## src/rtl/lsct_pkg.sv

```systemverilog
// Shared constants, types and helper functions for the line-sensor centroid tracker.
package lsct_pkg;

    localparam int Channels = 7;
    localparam int DivSteps = 7;
    localparam int CfgIndexWidth = 2;
    localparam int CfgDataWidth = 8;
    localparam int InDataWidth = 8;
    localparam int OutDataWidth = 64;

    // configuration register indexes
    localparam logic [CfgIndexWidth-1:0] CfgPolarity  = 2'd0;
    localparam logic [CfgIndexWidth-1:0] CfgCornerEn  = 2'd1;
    localparam logic [CfgIndexWidth-1:0] CfgMagnitude = 2'd2;

    localparam logic [6:0] LowCornerMask  = 7'h0F;
    localparam logic [6:0] HighCornerMask = 7'h78;

    localparam logic [7:0] MagnitudeReset = 8'd50;

    // output word bit positions, lowest field first
    localparam int RawLsb     = 0;
    localparam int ActLsb     = 7;
    localparam int TotalLsb   = 14;
    localparam int PresentBit = 17;
    localparam int ErrLsb     = 18;
    localparam int FoundBit   = 27;
    localparam int SideLsb    = 28;
    localparam int SampleLsb  = 30;
    localparam int PadLsb     = 62;

    typedef struct packed {
        logic load;    // capture the input word
        logic calc;    // form count and weighted sum
        logic step;    // one divide iteration
        logic commit;  // write the output word and state
    } t_dp_cmd;

    typedef struct packed {
        logic div_last;
    } t_dp_sts;

    function automatic logic signed [7:0] chan_weight(input logic [2:0] idx);
        logic signed [7:0] w;
        begin
            case (idx)
                3'd0:    w = 8'sd50;
                3'd1:    w = 8'sd33;
                3'd2:    w = 8'sd16;
                3'd3:    w = 8'sd0;
                3'd4:    w = -8'sd16;
                3'd5:    w = -8'sd33;
                3'd6:    w = -8'sd50;
                default: w = 8'sd0;
            endcase
            return w;
        end
    endfunction

endpackage

```

## src/rtl/lsct_ctrl.sv

```systemverilog
// Sequencer for the centroid tracker: handshakes and datapath commands.
module lsct_ctrl (
    input  logic             i_clk,
    input  logic             i_rst_n,
    input  logic             i_s_tvalid,
    output logic             o_s_tready,
    output logic             o_m_tvalid,
    input  logic             i_m_tready,
    output lsct_pkg::t_dp_cmd o_cmd,
    input  lsct_pkg::t_dp_sts i_sts
);
    import lsct_pkg::*;

    typedef enum logic [1:0] {
        S_IDLE,
        S_CALC,
        S_DIV,
        S_FIN
    } t_state;

    t_state r_state;
    logic   r_s_ready;
    logic   r_m_valid;
    logic   out_free;

    assign out_free   = !r_m_valid || i_m_tready;
    assign o_s_tready = r_s_ready;
    assign o_m_tvalid = r_m_valid;

    always_comb begin
        o_cmd.load   = (r_state == S_IDLE) && i_s_tvalid && r_s_ready;
        o_cmd.calc   = (r_state == S_CALC);
        o_cmd.step   = (r_state == S_DIV);
        o_cmd.commit = (r_state == S_FIN) && out_free;
    end

    always_ff @(posedge i_clk) begin
        if (!i_rst_n) begin
            r_state   <= S_IDLE;
            r_s_ready <= 1'b1;
            r_m_valid <= 1'b0;
        end else begin
            // refill on a commit, otherwise drop the word once taken
            if (o_cmd.commit) begin
                r_m_valid <= 1'b1;
            end else if (r_m_valid && i_m_tready) begin
                r_m_valid <= 1'b0;
            end
            unique case (r_state)
                S_IDLE: begin
                    if (i_s_tvalid && r_s_ready) begin
                        r_state   <= S_CALC;
                        r_s_ready <= 1'b0;
                    end
                end
                S_CALC: begin
                    r_state <= S_DIV;
                end
                S_DIV: begin
                    if (i_sts.div_last) begin
                        r_state <= S_FIN;
                    end
                end
                S_FIN: begin
                    if (out_free) begin
                        r_state   <= S_IDLE;
                        r_s_ready <= 1'b1;
                    end
                end
                default: begin
                    r_state <= S_IDLE;
                end
            endcase
        end
    end

endmodule

```

## src/rtl/lsct_dp.sv

```systemverilog
// Datapath: configuration, weighted sum, serial divider, corner rule, output word.
module lsct_dp (
    input  logic                                i_clk,
    input  logic                                i_rst_n,
    input  logic                                i_cfg_valid,
    input  logic [lsct_pkg::CfgIndexWidth-1:0]  i_cfg_index,
    input  logic [lsct_pkg::CfgDataWidth-1:0]   i_cfg_data,
    input  logic [lsct_pkg::InDataWidth-1:0]    i_s_tdata,
    output logic [lsct_pkg::OutDataWidth-1:0]   o_m_tdata,
    input  lsct_pkg::t_dp_cmd                   i_cmd,
    output lsct_pkg::t_dp_sts                   o_sts
);
    import lsct_pkg::*;

    logic        r_polarity;
    logic        r_corner_en;
    logic [7:0]  r_magnitude;

    logic [6:0]  r_raw;
    logic [6:0]  r_act;
    logic [2:0]  r_total;
    logic        r_neg;
    logic [6:0]  r_dq;
    logic [2:0]  r_rem;
    logic [2:0]  r_step;
    logic signed [8:0] r_held;
    logic [31:0] r_sample;
    logic [OutDataWidth-1:0] r_out;

    logic signed [7:0] sum_c;
    logic [2:0]  count_c;
    logic [7:0]  abs_c;
    logic [6:0]  act_in;

    logic [3:0]  rem_sh;
    logic [3:0]  rem_diff;
    logic        q_bit;

    logic signed [8:0] cent;
    logic signed [8:0] err_c;
    logic signed [8:0] n_held;
    logic [31:0] n_sample;
    logic        low_grp;
    logic        high_grp;
    logic        present;
    logic        found;
    logic [1:0]  side;

    assign act_in = r_polarity ? ~i_s_tdata[6:0] : i_s_tdata[6:0];

    // weighted sum and population count of the active mask
    always_comb begin
        sum_c   = 8'sd0;
        count_c = 3'd0;
        for (int i = 0; i < Channels; i++) begin
            if (r_act[i]) begin
                sum_c   = sum_c + chan_weight(3'(i));
                count_c = count_c + 3'd1;
            end
        end
        abs_c = sum_c[7] ? 8'(-sum_c) : 8'(sum_c);
    end

    // restoring divide, one quotient bit per step
    assign rem_sh   = {r_rem, r_dq[6]};
    assign rem_diff = rem_sh - {1'b0, r_total};
    assign q_bit    = (rem_sh >= {1'b0, r_total});

    assign o_sts.div_last = (r_step == 3'(DivSteps - 1));

    always_comb begin
        cent     = r_neg ? -$signed({2'b00, r_dq}) : $signed({2'b00, r_dq});
        low_grp  = (r_act & LowCornerMask) == LowCornerMask;
        high_grp = (r_act & HighCornerMask) == HighCornerMask;
        present  = (r_total != 3'd0);
        err_c    = cent;
        found    = 1'b0;
        side     = 2'b00;
        if (r_corner_en && low_grp && !high_grp) begin
            err_c = $signed({1'b0, r_magnitude});
            found = 1'b1;
            side  = 2'b01;
        end else if (r_corner_en && high_grp && !low_grp) begin
            err_c = -$signed({1'b0, r_magnitude});
            found = 1'b1;
            side  = 2'b11;
        end
        if (!present) begin
            found = 1'b0;
            side  = 2'b00;
        end
        n_held   = present ? err_c : r_held;
        n_sample = r_sample + 32'd1;
    end

    always_ff @(posedge i_clk) begin
        if (!i_rst_n) begin
            r_polarity  <= 1'b0;
            r_corner_en <= 1'b1;
            r_magnitude <= MagnitudeReset;
            r_held      <= 9'sd0;
            r_sample    <= 32'd0;
            r_step      <= 3'd0;
        end else begin
            if (i_cfg_valid) begin
                unique case (i_cfg_index)
                    CfgPolarity:  r_polarity  <= i_cfg_data[0];
                    CfgCornerEn:  r_corner_en <= i_cfg_data[0];
                    CfgMagnitude: r_magnitude <= i_cfg_data;
                    default: ;
                endcase
            end
            if (i_cmd.calc) begin
                r_step <= 3'd0;
            end else if (i_cmd.step) begin
                r_step <= r_step + 3'd1;
            end
            if (i_cmd.commit) begin
                r_held   <= n_held;
                r_sample <= n_sample;
            end
        end
    end

    always_ff @(posedge i_clk) begin
        if (i_cmd.load) begin
            r_raw <= i_s_tdata[6:0];
            r_act <= act_in;
        end
        if (i_cmd.calc) begin
            r_total <= count_c;
            r_neg   <= sum_c[7];
            r_dq    <= abs_c[6:0];
            r_rem   <= 3'd0;
        end else if (i_cmd.step) begin
            r_rem <= q_bit ? rem_diff[2:0] : rem_sh[2:0];
            r_dq  <= {r_dq[5:0], q_bit};
        end
        if (i_cmd.commit) begin
            r_out <= {2'b00, n_sample, side, found, n_held, present, r_total, r_act, r_raw};
        end
    end

    assign o_m_tdata = r_out;

endmodule

```

## src/rtl/line_sensor_centroid_tracker_top.sv

```systemverilog
// Top level of the seven-channel line-sensor centroid tracker.
//
//  channel  direction  handshake              payload
//  s        in         i_s_tvalid/o_s_tready  i_s_tdata[6:0] sensor levels
//  m        out        o_m_tvalid/i_m_tready  o_m_tdata, 62 bits of result fields
//  cfg      in         i_cfg_valid/o_cfg_ready i_cfg_index, i_cfg_data
//
//  From accept to result an item passes through one capture, one sum, seven iterations
//  of the serial divider and one commit when the output is free; the next word
//  is taken the cycle after commit. Synchronous active-low reset restores
//  config defaults and clears held error, sample count and control.
//  A stalled output word holds; the finished item waits in the commit step until
//  the output register is free, and no input word is taken meanwhile.
module line_sensor_centroid_tracker_top (
    input  logic                                i_clk,
    input  logic                                i_rst_n,
    // fields from bit 0: sensor_levels[6:0], zero pad [7]
    input  logic                                i_s_tvalid,
    output logic                                o_s_tready,
    input  logic [lsct_pkg::InDataWidth-1:0]    i_s_tdata,
    // fields from bit 0: raw_levels[6:0], active_channels[13:7], active_total[16:14],
    // line_present[17], track_error[26:18], corner_found[27], corner_side[29:28],
    // sample_number[61:30], zero pad [63:62]
    output logic                                o_m_tvalid,
    input  logic                                i_m_tready,
    output logic [lsct_pkg::OutDataWidth-1:0]   o_m_tdata,
    // register write port
    input  logic                                i_cfg_valid,
    output logic                                o_cfg_ready,
    input  logic [lsct_pkg::CfgIndexWidth-1:0]  i_cfg_index,
    input  logic [lsct_pkg::CfgDataWidth-1:0]   i_cfg_data
);
    import lsct_pkg::*;

    t_dp_cmd cmd;
    t_dp_sts sts;

    // registers take a write in any cycle
    assign o_cfg_ready = 1'b1;

    lsct_ctrl u_ctrl (
        .i_clk      (i_clk),
        .i_rst_n    (i_rst_n),
        .i_s_tvalid (i_s_tvalid),
        .o_s_tready (o_s_tready),
        .o_m_tvalid (o_m_tvalid),
        .i_m_tready (i_m_tready),
        .o_cmd      (cmd),
        .i_sts      (sts)
    );

    lsct_dp u_dp (
        .i_clk       (i_clk),
        .i_rst_n     (i_rst_n),
        .i_cfg_valid (i_cfg_valid),
        .i_cfg_index (i_cfg_index),
        .i_cfg_data  (i_cfg_data),
        .i_s_tdata   (i_s_tdata),
        .o_m_tdata   (o_m_tdata),
        .i_cmd       (cmd),
        .o_sts       (sts)
    );

endmodule

```

## config.mk

```make
export PLATFORM = sky130hd
export DESIGN_NAME = line_sensor_centroid_tracker_top
export DESIGN_NICKNAME = d
export VERILOG_FILES = /design/src/rtl/lsct_pkg.sv /design/src/rtl/lsct_ctrl.sv /design/src/rtl/lsct_dp.sv /design/src/rtl/line_sensor_centroid_tracker_top.sv
export SDC_FILE = /design/constraint.sdc
export NUM_CORES = 1
export LEC_CHECK = 0
export BUFFER_PORTS_ARGS = -buffer_cell sky130_fd_sc_hd__clkbuf_2
export CAP_MARGIN = 10
export CORE_MARGIN = 2
export CORE_UTILIZATION = 35
export CTS_CLUSTER_DIAMETER = 60
export DETAILED_ROUTE_END_ITERATION = 8
export PLACE_DENSITY_LB_ADDON = 0.15
export SLEW_MARGIN = 20
export SYNTH_ARGS = -nofsm -noshare
export SYNTH_HDL_FRONTEND = slang
export SYNTH_SLANG_ARGS = --single-unit
```

## constraint.sdc

```tcl
create_clock -name i_clk -period 11.7 [get_ports i_clk]
set_input_delay 0.585 -clock i_clk [delete_from_list [all_inputs] [get_ports i_clk]]
set_output_delay 0.585 -clock i_clk [all_outputs]
set_load 0.005 [all_outputs]
```

### After elaboration in Yosys (flattened, before gate mapping)

Index checks and enable logic that the tools add are counted.

| cells by class | value |
|---|---|
| bitwise logic cells | 3 |
| equality and inequality tests | 11 |
| muxes and demuxes | 42 |
| order comparisons | 1 |
| add/sub/neg operators | 18 |
| reductions and logical operators | 26 |

Operator list:

| kind | number |
|---|---|
| 8-bit two-way mux | 12 |
| 8-bit adder | 5 |
| 9-bit two-way mux | 4 |
| 32-bit by 1-bit adder with 32-bit output (second input constant) | 1 |
| 7-bit two-way mux | 4 |
| 3-bit two-way mux | 7 |
| 3-bit by 1-bit adder with 3-bit output (second input constant) | 6 |
| 1-bit logical AND | 9 |
| 7-bit negator with 9-bit output | 1 |
| 8-bit negator with 9-bit output | 1 |
| 7-bit by 8-bit adder with 8-bit output | 1 |
| 4-bit == test (second input constant) | 2 |
| 1-bit two-way mux | 8 |
| 2-bit two-way mux | 4 |
| 2-bit one-hot mux with 4 select lines | 1 |
| 7-bit negator | 1 |
| 7-bit inverter | 1 |
| 2-bit == test (second input constant) | 3 |
| 6-bit two-way mux | 1 |
| 2-bit AND reduction | 3 |
| 3-bit AND reduction | 2 |
| 2-bit nonzero test | 3 |
| 2-bit by 1-bit == test with 1-bit output (second input constant) | 2 |
| 4-bit by 3-bit >= comparator with 1-bit output | 1 |
| 12 further kinds | 18 |

| word-level totals | value |
|---|---|
| output and inout bits | 67 |
| register bits after elaboration | 148 |

### Logic depth before layout (Yosys ltp)

| logic depth | value |
|---|---|
| depth in word-level cells | 16 |
| mapped depth | 16 |

### Hierarchy

From an unflattened synthesis, not the netlist that was laid out.

| unflattened totals | value |
|---|---|
| cells, all modules | 727 |
| area total of the unflattened synthesis | 7518.5 um^2 |

Modules (own cells, without submodules):

| module | area each (um^2) | cells each | times used |
|---|---|---|---|
| lsct_dp | 7243.2 | 697 | 1 |
| lsct_ctrl | 264.0 | 28 | 1 |
| line_sensor_centroid_tracker_top | 11.3 | 2 | 1 |

### Worst setup path before layout

No wires, ideal clock.

| timing | value |
|---|---|
| path type | register -> register |
| from | register u_dp.r_act[0] |
| to | register u_dp.r_total[2], data pin |
| stages on the path, launching flop included | 17 |
| arrival | 3461 ps |
| path buffers | 2 |
| setup slack | 7980 ps |
| path through | edfxtp_1 -> buf_2 -> inv_1 -> ha_1 -> buf_4 -> xor2_1 -> ha_1 -> mux2_2 -> ha_1 -> mux2_2 -> ha_1 -> mux2_2 -> ha_1 -> nand2_1 -> xnor2_1 -> xnor2_1 -> xnor2_1 |

| on the way | value |
|---|---|
| word-level cells in the longest chain between the ends | 13 |

RTL lines:

| element | RTL line | source |
|---|---|---|
| start, declared | lsct_dp.sv:20 | `logic [6:0] r_act;` |
| start signal, assigned | lsct_dp.sv:128 | `r_act <= act_in;` |
| 1-bit two-way mux (*) | lsct_dp.sv:56 | `if (r_act[i]) begin` |
| 1-bit by 1-bit adder with 2-bit output | lsct_dp.sv:58 | `count_c = count_c + 3'd1;` |
| 3-bit two-way mux (*) | lsct_dp.sv:56 |  |
| 3-bit by 1-bit adder with 3-bit output | lsct_dp.sv:58 |  |
| 3-bit two-way mux (*) | lsct_dp.sv:56 |  |
| 3-bit by 1-bit adder with 3-bit output | lsct_dp.sv:58 |  |
| 3-bit two-way mux (*) | lsct_dp.sv:56 |  |
| 3-bit by 1-bit adder with 3-bit output | lsct_dp.sv:58 |  |
| 3-bit two-way mux (*) | lsct_dp.sv:56 |  |
| 3-bit by 1-bit adder with 3-bit output | lsct_dp.sv:58 |  |
| 3-bit two-way mux (*) | lsct_dp.sv:56 |  |
| 3-bit by 1-bit adder with 3-bit output | lsct_dp.sv:58 |  |
| 3-bit two-way mux (*) | lsct_dp.sv:56 |  |
| via u_dp.count_c[2] | lsct_dp.sv:31 | `logic [2:0] count_c;` |
| end signal, assigned | lsct_dp.sv:131 | `r_total <= count_c;` |
| end, declared | lsct_dp.sv:21 | `logic [2:0] r_total;` |

The timed path passes the listed nets; every way through them passes the cells marked *.
A chain may end at the register's enable or synchronous reset.

### Worst setup path after layout

Ends and elaborated chain as after synthesis.

==> summary.txt <==
Run status
  • Status: finished clean

Pwr
  • Overall Power: 0.00189 W
  • Pwr/cell area: roughly 220 nW/um^2
  • Pleak: between 3 and 4 nW
  • Peak VDD IR: 0.0919 mV

Yosys
  • Mapped Cells: approximately 730
  • Post-Syn Area: about 7400 sq um
  • Async set-or-reset flop fraction in the synthesized netlist: 0
  • Register area share after synthesis: 0.511
  • Yosys warns: 0
  • Post-synth EDFFs: 86
  • Unique masters post-synth: just over 70
  • Area contributors post-synth: edfxtp_1 (35%), dfxtp_1 (16%), xnor2_1 (5.5%), xor2_1 (5.3%), nor2_1 (4.6%)
  • Seq cells post-synth: around 150
  • Mapped Avg Cell Area: approximately 10 sq um
  • Main flop type after synthesis: edfxtp_1
  • Synth top area share: 0.347
  • Post-synth top area cell: edfxtp_1

Clock network
  • Cts hold-fix bufs: 0
  • Clk sinks: approximately 150
  • CTS resizes: 0
  • Maximum clock insertion buffer count: 2
  • Worst skew pair latency: between 0.4 and 0.5 ns
  • CTS clock-pin slew for the worst setup and hold paths: approximately 0.06 ns
  • CTS root buf: clkbuf_16
  • Cts bufs inserted: 17
  • CTS tree: done
  • CTS HTree Levels: 4
  • Post-CTS setup buffers: 0

Finish
  • Fillers: roughly 2100
  • FF+latch area: between 3000 and 4000 sq um
  • Commonest cells after routing, fill and taps aside: nor2_1 (92), edfxtp_1 (86), clkbuf_2 (85)
  • Area used by multi-input combinational logic: between 3000 and 4000 sq um
  • Fraction of layout cells with a size suffix above 1: 0.168
  • Commonest non-fill, non-tap cell in the layout: nor2_1
  • Final #Nets: between 800 and 900
  • Area grow syn2layout: 15.7%
  • Finished Layout Cells: 1089
  • N_diodes: 0

Timing
  • Fin crit period: roughly 4.3 ns
  • Final Hold Viols: 0
  • Max-Slew Margin vs Limit: 0.353
  • Worst slew pin tran: approximately 0.97 ns
  • Final Max Tran Viols: 0
  • Setup violators final: 0
  • Max Fclk: approximately 230 MHz
  • RSZ-0062 raised after global routing: false
  • Tcrit/Tclk final: 0.370
  • Worst Skew: around 0.011 ns
  • Worst setup margin: around 7.4 ns
  • Setup_tns: 0 ns

Drt
  • Drt drc: 0
  • Wire per inst: approximately 14 microns
  • DR vias/cell: approximately 5
  • Routed via count: roughly 5300
  • Initial detailed-routing violation count: 240
  • DR pass1 iterations: 6
  • Antenna viol nets, final: 0
  • Post-Route WL: 15.3 mm

Worst hold path
  • Min-delay src: i_s_tdata[0]
  • Hold Path Depth: 1
  • Worst min-delay path category: in -> reg
  • Worst hold endpoint: u_dp.r_raw[0]

Critical path
  • Critical-path cell list: inv_1 -> ha_1 -> xor2_1 -> ha_1 -> mux2_2 -> ha_1 -> mux2_2 -> ha_1 -> mux2_2 -> ha_1 -> nand2_1 -> xnor2_1 -> xnor2_1 -> xnor2_1
  • FF-to-FF path depth: 14
  • CP startpoint: u_dp.r_act[0]
  • Reg2reg setup slack: 7.37 ns
  • Critical path fanouts, max: 21
  • Setup crit end kind: register
  • Slowest CP cell: edfxtp_1
  • Worst endpoint data arrival time: about 4.5 ns
  • Critical path launch point type: register
  • WS Path Type: reg -> reg
  • R2R Path End: u_dp.r_total[2]
  • Worst path required time: between 10 and 15 ns
  • FF-to-FF Start: u_dp.r_act[0]
  • Most frequent CP cell: ha_1
  • Critical Path Max Stage Delay: between 0.7 and 0.8 ns

Floorplan
  • Row Count: between 50 and 60
  • Core footprint: approximately 21000 sq um
  • Die Ht: between 100 and 150 microns
  • Die width: 150 microns
  • Initial core utilization: 0.355
  • Ports: 90
  • Die Area: about 22000 sq um

Placed design
  • Routability cong.: 0.851
  • IO Port Bufs: 85
  • Post-DP HPWL: around 11 mm
  • Placement Setup Slack: between 7 and 8 ns
  • Placed cells: 1057

Flow run
  • Number of max-cap violations: 0

GRT
  • Largest net degree at the start of global routing: 79
  • GRT overflow: 0
  • First-pass GRT wire length: about 25 mm
  • Tot GR Track Use: 0.141
  • Vias in the first global route: approximately 5200
  • Antenna violations before repair: 1
## cell usage after synthesis (all sizes together) (12+ instances only)
cell,instances
nor2,92
nor3,20
dfxtp,61
a21oi,28
nand3,23
xnor2,47
mux2i,16
xor2,46
edfxtp,86
nand2,79
o21ai,30
nand4,12
clkbuf,26
ha,23
buf,14
inv,30
## cells by family after synthesis
kind of cell / Yosys count / share of synthesized area
buf+inv: 70 / 0.0415
mux: 23 / 0.0321
simple gates: 275 / 0.172
fa+ha+maj: 24 / 0.0413
flops: 147 / 0.511
compound gates: 98 / 0.0859
xor+xnor: 94 / 0.115
other cells: 2 / 0.00101
## power breakdown
| part | total [W] | switching, W | internal [W] |
|---|---|---|---|
| clock | 0.000520 | 0.000207 | 0.000313 |
| combinational | 0.000635 | 0.000355 | 0.000280 |
| sequential | 0.000736 | 0.0000743 | 0.000661 |
## layer usage
layer	up-vias	routed length [microns]	track usage
li1	2671	-	-
met1	2500	6570	0.161
met2	112	7760	0.249
met3	21	667	0.0399
met4	2	332	0.0509
met5	-	13	0
## area by class of cell
type,instances,area share
Multi-Input combinational cell,517,0.388
Tap cell,275,0.0399
Timing Repair Buffer,88,0.0520
Inverter,30,0.0132
Clock inverter,13,0.0155
Sequential cell,147,0.441
Clock buffer,19,0.0502
## worst max-delay path by stage
| stage | endpoint | slack, ns |
|---|---|---|
| finish | u_dp.r_total[2] | 7.37 |
| global route | u_dp.r_total[2] | 7.06 |
| CTS | u_dp.r_total[2] | 7.34 |
| detailed placement | u_dp.r_total[2] | 7.37 |
| global placement | u_dp.r_total[2] | 7.48 |
| floorplan | u_dp.r_total[2] | 7.98 |
## metrics by stage
| step | utilization | area, sq um | hold slack (ns) |
|---|---|---|---|
| final | 0.411 | 8620 | 0.377 |
| after global routing | 0.411 | 8620 | 0.358 |
| after CTS | 0.411 | 8620 | 0.358 |
| after detailed placement | 0.384 | 8050 | 0.407 |
| after global placement | 0.384 | 8050 | 0.404 |
| after floorplan | - | 7450 | 0.400 |
## registers in the layout, indices dropped and copies added, names as in the netlist, 2 cells and up
register,cells
u_ctrl.r_state,2
u_dp.o_m_tdata,61
u_dp.r_act,7
u_dp.r_dq,7
u_dp.r_held,9
u_dp.r_magnitude,8
u_dp.r_raw,7
u_dp.r_rem,3
u_dp.r_sample,32
u_dp.r_step,3
u_dp.r_total,3
## worst max-delay path, delay by kind of cell (launching register included)
family | cells | cell delay (ns)
buffers and inverters | 1 | 0.18
AND/OR/NAND/NOR | 1 | 0.08
flip-flops | 1 | 0.78
adder cells (fa/ha/maj) | 5 | 1.56
multiplexers | 3 | 0.84
XOR/XNOR | 4 | 0.65
Note: power is estimated with default switching activity, not from simulation.
